**src/rtl/core/obb_pkg.sv**
```systemverilog
// obb_pkg: shared types and constants for the opaque pixel bounding box.
// Holds register indexes, field widths and the structs passed between modules.
// No dependencies.
`default_nettype none

package obb_pkg;

	localparam int MAX_DIM_DEF = 4096;

	// wide enough for every signed rectangle sum and every counter value
	localparam int AW = 18;

	localparam int CFG_DW  = 14;
	localparam int CFG_IW  = 3;
	localparam int DIM_W   = 13;
	localparam int POS_W   = 14;
	localparam int ALPHA_W = 8;
	localparam int BOX_PW  = 12;
	localparam int BOX_SW  = 13;

	typedef enum logic [CFG_IW-1:0] {
		CFG_IMAGE_WIDTH  = 3'd0,
		CFG_IMAGE_HEIGHT = 3'd1,
		CFG_RECT_X       = 3'd2,
		CFG_RECT_Y       = 3'd3,
		CFG_RECT_WIDTH   = 3'd4,
		CFG_RECT_HEIGHT  = 3'd5
	} cfg_index_t;

	typedef struct packed {
		logic [DIM_W-1:0]        image_width;
		logic [DIM_W-1:0]        image_height;
		logic signed [POS_W-1:0] rect_x;
		logic signed [POS_W-1:0] rect_y;
		logic [DIM_W-1:0]        rect_width;
		logic [DIM_W-1:0]        rect_height;
	} cfg_t;

	// clamped rectangle and effective row/frame lengths
	typedef struct packed {
		logic signed [AW-1:0] x0;
		logic signed [AW-1:0] x1;
		logic signed [AW-1:0] y0;
		logic signed [AW-1:0] y1;
		logic [AW-1:0]        wc;
		logic [AW-1:0]        hc;
	} window_t;

	typedef struct packed {
		logic              found;
		logic [BOX_PW-1:0] box_x;
		logic [BOX_PW-1:0] box_y;
		logic [BOX_SW-1:0] box_width;
		logic [BOX_SW-1:0] box_height;
	} result_t;

endpackage

`default_nettype wire

```
**src/rtl/core/obb_window.sv**
```systemverilog
// obb_window: clamps the source rectangle to the image and derives row length.
// Purely combinational from the configuration registers. Uses obb_pkg.
`default_nettype none

module obb_window #(
	parameter int MAX_DIM = obb_pkg::MAX_DIM_DEF
) (
	input  obb_pkg::cfg_t    cfg,
	output obb_pkg::window_t win
);
	import obb_pkg::*;

	localparam logic [AW-1:0] MAX_DIM_W = AW'(MAX_DIM);

	logic [AW-1:0]        iw, ih, w_sat, h_sat;
	logic signed [AW-1:0] ws, hs, rx, ry, rx1, ry1;

	function automatic logic signed [AW-1:0] clamp(input logic signed [AW-1:0] v,
		input logic signed [AW-1:0] hi);
		logic signed [AW-1:0] r;
		if (v < 0) begin
			r = '0;
		end else if (v > hi) begin
			r = hi;
		end else begin
			r = v;
		end
		return r;
	endfunction

	always_comb begin
		iw    = AW'(cfg.image_width);
		ih    = AW'(cfg.image_height);
		w_sat = (iw > MAX_DIM_W) ? MAX_DIM_W : iw;
		h_sat = (ih > MAX_DIM_W) ? MAX_DIM_W : ih;
		ws    = signed'(w_sat);
		hs    = signed'(h_sat);
		rx    = AW'(cfg.rect_x);
		ry    = AW'(cfg.rect_y);
		rx1   = rx + signed'(AW'(cfg.rect_width));
		ry1   = ry + signed'(AW'(cfg.rect_height));
		win.x0 = clamp(rx, ws);
		win.x1 = clamp(rx1, ws);
		win.y0 = clamp(ry, hs);
		win.y1 = clamp(ry1, hs);
		win.wc = (w_sat == '0) ? AW'(1) : w_sat;
		win.hc = (h_sat == '0) ? AW'(1) : h_sat;
	end

endmodule

`default_nettype wire

```
**src/rtl/core/obb_track.sv**
```systemverilog
// obb_track: raster counters and min/max tracking of opaque pixels.
// Updates once per stepped beat and presents the finished box at frame end.
// Uses obb_pkg.
`default_nettype none

module obb_track #(
	parameter int MAX_DIM = obb_pkg::MAX_DIM_DEF,
	parameter int CW      = (MAX_DIM > 1) ? $clog2(MAX_DIM) : 1
) (
	input  logic                           clk,
	input  logic                           arst_n,
	input  logic                           step,
	input  logic [obb_pkg::ALPHA_W-1:0]    alpha,
	input  obb_pkg::window_t               win,
	output logic                           frame_end,
	output obb_pkg::result_t               result
);
	import obb_pkg::*;

	logic [CW-1:0] col_q, row_q, min_c_q, min_r_q, max_c_q, max_r_q;
	logic          seen_q;
	logic [CW-1:0] min_c_n, min_r_n, max_c_n, max_r_n;
	logic          seen_n, hit, col_last, row_last;
	logic signed [AW-1:0] cx, cy;
	logic [AW-1:0] min_c_w, min_r_w, wid_w, hgt_w;

	always_comb begin
		cx       = signed'(AW'(col_q));
		cy       = signed'(AW'(row_q));
		hit      = (alpha != '0) && (cx >= win.x0) && (cx < win.x1)
			&& (cy >= win.y0) && (cy < win.y1);
		col_last = (AW'(col_q) + AW'(1)) >= win.wc;
		row_last = (AW'(row_q) + AW'(1)) >= win.hc;
		frame_end = col_last && row_last;

		seen_n  = seen_q | hit;
		min_c_n = min_c_q;
		min_r_n = min_r_q;
		max_c_n = max_c_q;
		max_r_n = max_r_q;
		if (hit && !seen_q) begin
			min_c_n = col_q;
			max_c_n = col_q;
			min_r_n = row_q;
			max_r_n = row_q;
		end else if (hit) begin
			if (col_q < min_c_q) min_c_n = col_q;
			if (col_q > max_c_q) max_c_n = col_q;
			if (row_q < min_r_q) min_r_n = row_q;
			if (row_q > max_r_q) max_r_n = row_q;
		end

		min_c_w = AW'(min_c_n);
		min_r_w = AW'(min_r_n);
		wid_w   = AW'(max_c_n) - min_c_w + AW'(1);
		hgt_w   = AW'(max_r_n) - min_r_w + AW'(1);
		result.found      = seen_n;
		result.box_x      = seen_n ? min_c_w[BOX_PW-1:0] : '0;
		result.box_y      = seen_n ? min_r_w[BOX_PW-1:0] : '0;
		result.box_width  = seen_n ? wid_w[BOX_SW-1:0] : '0;
		result.box_height = seen_n ? hgt_w[BOX_SW-1:0] : '0;
	end

	always_ff @(posedge clk or negedge arst_n) begin
		if (!arst_n) begin
			col_q   <= '0;
			row_q   <= '0;
			seen_q  <= 1'b0;
			min_c_q <= '0;
			min_r_q <= '0;
			max_c_q <= '0;
			max_r_q <= '0;
		end else if (step) begin
			if (frame_end) begin
				col_q   <= '0;
				row_q   <= '0;
				seen_q  <= 1'b0;
				min_c_q <= '0;
				min_r_q <= '0;
				max_c_q <= '0;
				max_r_q <= '0;
			end else begin
				if (col_last) begin
					col_q <= '0;
					row_q <= row_q + CW'(1);
				end else begin
					col_q <= col_q + CW'(1);
				end
				seen_q  <= seen_n;
				min_c_q <= min_c_n;
				min_r_q <= min_r_n;
				max_c_q <= max_c_n;
				max_r_q <= max_r_n;
			end
		end
	end

endmodule

`default_nettype wire

```
**src/rtl/core/opaque_pixel_bounding_box.sv**
```systemverilog
// Opaque pixel bounding box: one alpha byte per beat, one result per image.
// Throughput: one pixel per cycle; the input only stalls when a frame-end
// result meets a full, unread output register.
// The last pixel is registered at the input, then its result at the output.
// Reset: asynchronous, clears counters, box state and valids; registers reset
// to 64x64 image with a 64x64 rectangle at the origin.
`default_nettype none

module opaque_pixel_bounding_box #(
	parameter int MAX_DIM = obb_pkg::MAX_DIM_DEF
) (
	input  logic                         clk,
	input  logic                         arst_n,
	input  logic                         cfg_we,
	input  logic [obb_pkg::CFG_IW-1:0]   cfg_index,
	input  logic [obb_pkg::CFG_DW-1:0]   cfg_data,
	input  logic                         in_valid,
	output logic                         in_ready,
	input  logic [obb_pkg::ALPHA_W-1:0]  alpha,
	output logic                         out_valid,
	input  logic                         out_ready,
	output logic                         found,
	output logic [obb_pkg::BOX_PW-1:0]   box_x,
	output logic [obb_pkg::BOX_PW-1:0]   box_y,
	output logic [obb_pkg::BOX_SW-1:0]   box_width,
	output logic [obb_pkg::BOX_SW-1:0]   box_height
);
	import obb_pkg::*;

	cfg_t                 cfg_q;
	window_t              win;
	result_t              res, res_q;
	logic [ALPHA_W-1:0]   alpha_s1;
	logic                 vld_s1, out_vld_q, frame_end, stall, adv;

	always_ff @(posedge clk or negedge arst_n) begin
		if (!arst_n) begin
			cfg_q.image_width  <= DIM_W'(64);
			cfg_q.image_height <= DIM_W'(64);
			cfg_q.rect_x       <= '0;
			cfg_q.rect_y       <= '0;
			cfg_q.rect_width   <= DIM_W'(64);
			cfg_q.rect_height  <= DIM_W'(64);
		end else if (cfg_we) begin
			unique case (cfg_index)
				CFG_IMAGE_WIDTH:  cfg_q.image_width  <= cfg_data[DIM_W-1:0];
				CFG_IMAGE_HEIGHT: cfg_q.image_height <= cfg_data[DIM_W-1:0];
				CFG_RECT_X:       cfg_q.rect_x       <= cfg_data;
				CFG_RECT_Y:       cfg_q.rect_y       <= cfg_data;
				CFG_RECT_WIDTH:   cfg_q.rect_width   <= cfg_data[DIM_W-1:0];
				CFG_RECT_HEIGHT:  cfg_q.rect_height  <= cfg_data[DIM_W-1:0];
				default: ;
			endcase
		end
	end

	obb_window #(.MAX_DIM(MAX_DIM)) u_window (
		.cfg (cfg_q),
		.win (win)
	);

	obb_track #(.MAX_DIM(MAX_DIM)) u_track (
		.clk       (clk),
		.arst_n    (arst_n),
		.step      (adv),
		.alpha     (alpha_s1),
		.win       (win),
		.frame_end (frame_end),
		.result    (res)
	);

	// only a frame-end beat needs the output register free
	assign stall    = vld_s1 && frame_end && out_vld_q && !out_ready;
	assign adv      = vld_s1 && !stall;
	assign in_ready = !stall;

	always_ff @(posedge clk or negedge arst_n) begin
		if (!arst_n) begin
			vld_s1 <= 1'b0;
		end else if (in_ready) begin
			vld_s1 <= in_valid;
		end
	end

	always_ff @(posedge clk) begin
		if (in_ready && in_valid) begin
			alpha_s1 <= alpha;
		end
	end

	always_ff @(posedge clk or negedge arst_n) begin
		if (!arst_n) begin
			out_vld_q <= 1'b0;
		end else if (adv && frame_end) begin
			out_vld_q <= 1'b1;
		end else if (out_ready) begin
			out_vld_q <= 1'b0;
		end
	end

	always_ff @(posedge clk) begin
		if (adv && frame_end) begin
			res_q <= res;
		end
	end

	assign out_valid  = out_vld_q;
	assign found      = res_q.found;
	assign box_x      = res_q.box_x;
	assign box_y      = res_q.box_y;
	assign box_width  = res_q.box_width;
	assign box_height = res_q.box_height;

endmodule

`default_nettype wire

```
**config.mk**
```make
export PLATFORM = sky130hd
export DESIGN_NAME = opaque_pixel_bounding_box
export DESIGN_NICKNAME = d
export VERILOG_FILES = /design/src/rtl/core/obb_pkg.sv /design/src/rtl/core/obb_window.sv /design/src/rtl/core/obb_track.sv /design/src/rtl/core/opaque_pixel_bounding_box.sv
export SDC_FILE = /design/constraint.sdc
export NUM_CORES = 1
export LEC_CHECK = 0
export BUFFER_PORTS_ARGS = -buffer_cell sky130_fd_sc_hd__buf_2
export CORE_MARGIN = 2
export CORE_UTILIZATION = 50
export DETAILED_ROUTE_END_ITERATION = 8
export GPL_TIMING_DRIVEN = 0
export PLACE_DENSITY = 0.7
export SETUP_SLACK_MARGIN = 0.4
export SLEW_MARGIN = 10
export SYNTH_ARGS = -nofsm -noshare
export SYNTH_HDL_FRONTEND = slang
export SYNTH_SLANG_ARGS = --single-unit
```
**constraint.sdc**
```tcl
create_clock -name clk -period 8 [get_ports clk]
set_input_delay 1.2 -clock clk [delete_from_list [all_inputs] [get_ports clk]]
set_output_delay 1.2 -clock clk [all_outputs]
set_load 0.02 [all_outputs]
```
==> flow_summary_export.csv <==
group,metric,value,unit
clock_network,cts.hold.buffers_added,0,
finish,final_nets,2161,
pwr,leakagePower,0.00900,uW
sta,fin_worst_skew,0.0130,ns
floorplan,dieArea,34400,sq um
logic_synthesis,synthFlopType,"dfrtp_1",
clock_network,cts_made_buffers,26,
clock_network,htree_levels,1,
worst_setup_path,worstPathMaxFanout,7,
floorplan,fp-row-count,66,
floorplan,die-width,186,um
place,dp_slack,-1.20,ns
clock_network,clock_latency,0.55,ns
place,place_inst,2224,
finish,areaGrowthSynthToFinish,21.6,%
place,port_buffers,82,
finish,n_antenna_cell,0,
worst_setup_path,r2r_start,"cfg_q[13]",
finish,n_fill_cell,2738,
pwr,ir_drop,0.000220,V
sta,worst_slew_pin_slew,1.11,ns
grt,grt_use_total,25.8,%
logic_synthesis,yosysSeqAreaShare,34.3,%
sta,maxSlewHeadroom,25.8,%
worst_setup_path,slowest_stage,"or4_4",
grt,overflow,0,
sta,setup_viol,10,
finish,layout-drive-gt1-share,25.1,%
logic_synthesis,synth_enable_flop_cells,59,
detailed_routing,drtIter0Drc,851,
clock_network,cts_tree,"yes",
sta,hold_viol_final,0,
clock_network,cts.sinks,214,
grt,grt_pass1_wl,70.2,mm
worst_setup_path,crit_path_end_kind,"flop",
worst_setup_path,crit_end,"box_width[12]",
logic_synthesis,post_synth_num_cell_types,74,
worst_setup_path,start_kind,"flop",
detailed_routing,detail-route-antenna-nets,0,
detailed_routing,wirelength,45.0,mm
finish,fin_area,20000,sq um
finish,utilization,61.6,%
detailed_routing,vias_per_cell,5.88,
place,hpwl,33.5,mm
logic_synthesis,ys_seq_elements,214,
floorplan,ios,83,
sta,period_share,104,%
place,gp_congestion,0.944,
logic_synthesis,syn_area_per_cell,9.71,sq um
logic_synthesis,synthCells,1698,
run,max_cap_violations,0,
worst_setup_path,worstPathRequired,8.29,ns
worst_setup_path,rr_endpoint,"box_width[12]",
clock_network,cts_root_buf,"clkbuf_16",
pwr,p_total,7160,uW
place,placed_cell_area,17800,sq um
logic_synthesis,synth.net_count,1976,
worst_setup_path,cp_data_arrival_time,8.62,ns
sta,drv_slew,0,
floorplan,start_util,50.7,%
worst_setup_path,r2r_setup_slack,-0.33,ns
detailed_routing,drc,0,
detailed_routing,dr.pass1.iters,5,
logic_synthesis,ys_warn_count,0,
finish,layout_common_cells,"214 x ha_1, 151 x dfrtp_1, 133 x inv_1, 127 x nand2_1, 97 x mux2_2",
worst_setup_path,startpoint,"cfg_q[13]",
worst_setup_path,critical_path_class,"flop to flop",
sta,rsz0062_at_grt,"yes",
clock_network,clk_pin_slew_worst_paths,0.06,ns
pwr,power_per_cell_area,357,nW/um^2
clock_network,clockBufferDepth,3,
outcome,violations,"setup timing",
grt,grt_max_degree,87,
sta,maxClockFrequency,0.120,GHz
detailed_routing,via_count,13777,
logic_synthesis,async_flop_share,72.4,%
sta,fin_ws,-0.330,ns
worst_setup_path,reg2regPathDepth,41,
min_path,hold_path_class,"flop to flop",
grt,antenna_found_initial,0,
floorplan,die_h,186,um
detailed_routing,post_drt_wl_per_cell,19.2,um
logic_synthesis,syn_area,16500,sq um
finish,mostFrequentLayoutCell,"ha_1",
sta,min_period,8.33,ns
worst_setup_path,cpPeakStageDelay,0.50,ns
finish,fin_cells,2345,
grt,grt_pass1_vias,13290,
floorplan,core,32500,sq um
outcome,status,"finished with violations",
worst min-delay path by stage:
| stage | slack (ns) | from | cells after the start | to |
|---|---|---|---|---|
| after CTS | 0.52 | cfg_q[9] | 1 | cfg_q[9] |
| after global routing | 0.54 | u_track.min_c_q[8] | 1 | u_track.min_c_q[8] |
| after global placement | 0.50 | cfg_q[21] | 1 | cfg_q[21] |
| after detailed placement | 0.50 | cfg_q[9] | 1 | cfg_q[9] |
| final | 0.52 | cfg_q[2] | 1 | cfg_q[2] |
| after floorplan | 0.49 | cfg_q[0] | 1 | cfg_q[0] |
metrics by stage:
stage               setup TNS (ns)  hold WS [ns]
floorplan                        0         0.486
global placement            -14.30         0.501
detailed placement          -14.53         0.504
CTS                          -1.39         0.520
global route                 -5.80         0.541
finish                       -1.70         0.518
layer usage:
metal | up-vias | global-route usage (%) | routed length [um]
li1 | 6605 | - | -
met1 | 6714 | 36.1 | 20800
met2 | 386 | 42.3 | 20700
met3 | 72 | 2.43 | 2060
met4 | 0 | 8.13 | 1450
met5 | - | 0 | 0
worst max-delay path: cells and delay by family, from the launching register on:
family | cells | cell delay (ns)
AO/OA/AOI/OAI | 17 | 2.91
AND/OR/NAND/NOR | 10 | 1.85
adder cells (fa/ha/maj) | 6 | 1.67
buffers and inverters | 5 | 0.66
flip-flops | 1 | 0.35
XOR/XNOR | 2 | 0.32
multiplexers | 1 | 0.31
cells in the mapped netlist (23+ instances only):
| cell type | count | area share (%) |
|---|---|---|
| a21o_1 | 41 | 1.9 |
| nor2_1 | 90 | 2.0 |
| nand2b_1 | 23 | 0.87 |
| dfrtp_1 | 151 | 23 |
| mux2_2 | 101 | 6.9 |
| nand3_1 | 37 | 1.1 |
| edfxtp_1 | 59 | 11 |
| inv_1 | 136 | 3.1 |
| xnor2_1 | 36 | 1.9 |
| o21ai_0 | 82 | 2.5 |
| a22o_1 | 72 | 3.8 |
| nor2b_1 | 36 | 1.4 |
| a21oi_1 | 89 | 2.7 |
| ha_1 | 244 | 19 |
| nand2_1 | 137 | 3.1 |
| clkbuf_1 | 57 | 1.3 |
registers in the layout, indices dropped and copies added (netlist names), 8 cells and up:
| name | cells |
|---|---|
| cfg_q | 80 |
| box_height | 13 |
| box_width | 13 |
| box_x | 12 |
| box_y | 12 |
| u_track.col_q | 12 |
| u_track.max_c_q | 12 |
| u_track.max_r_q | 12 |
| u_track.min_c_q | 12 |
| u_track.min_r_q | 12 |
| u_track.row_q | 12 |
| alpha_s1 | 8 |
cell type report:
type	instances	area, sq um	share of cell area (%)
Clock inverter	10	115	0.574
Timing Repair Buffer	157	1100	5.49
Buffer	75	443	2.21
Tap cell	442	553	2.76
Inverter	136	510	2.55
Clock buffer	38	766	3.82
Sequential cell	214	5660	28.2
Multi-Input combinational cell	1273	10900	54.4
power breakdown:
part / switching, uW / internal (uW)
logic: 2380 / 2070
clock network: 479 / 727
registers: 202 / 1310
total: 3060 / 4100
what timing repair did:
action                                  4_1_cts  5_1_grt
hold endpoints to repair                      0        0
endpoints found under the setup margin       27       22
gates resized for setup                      80       78
cloned                                        2        0
pin swaps                                    54       45
buffers inserted                             49       22
cells by family (layout without fill, tap and decap cells):
| logic type | count (synthesis) | after routing | synth area share [%] |
|---|---|---|---|
| fa+ha+maj | 248 | 248 | 19.0 |
| simple gates | 417 | 417 | 12.2 |
| flops | 214 | 214 | 34.3 |
| mux | 124 | 124 | 8.39 |
| xor+xnor | 57 | 57 | 3.03 |
| compound gates | 427 | 427 | 18.1 |
| buf+inv | 211 | 416 | 4.96 |
Note: power is estimated with default switching activity, not from simulation.
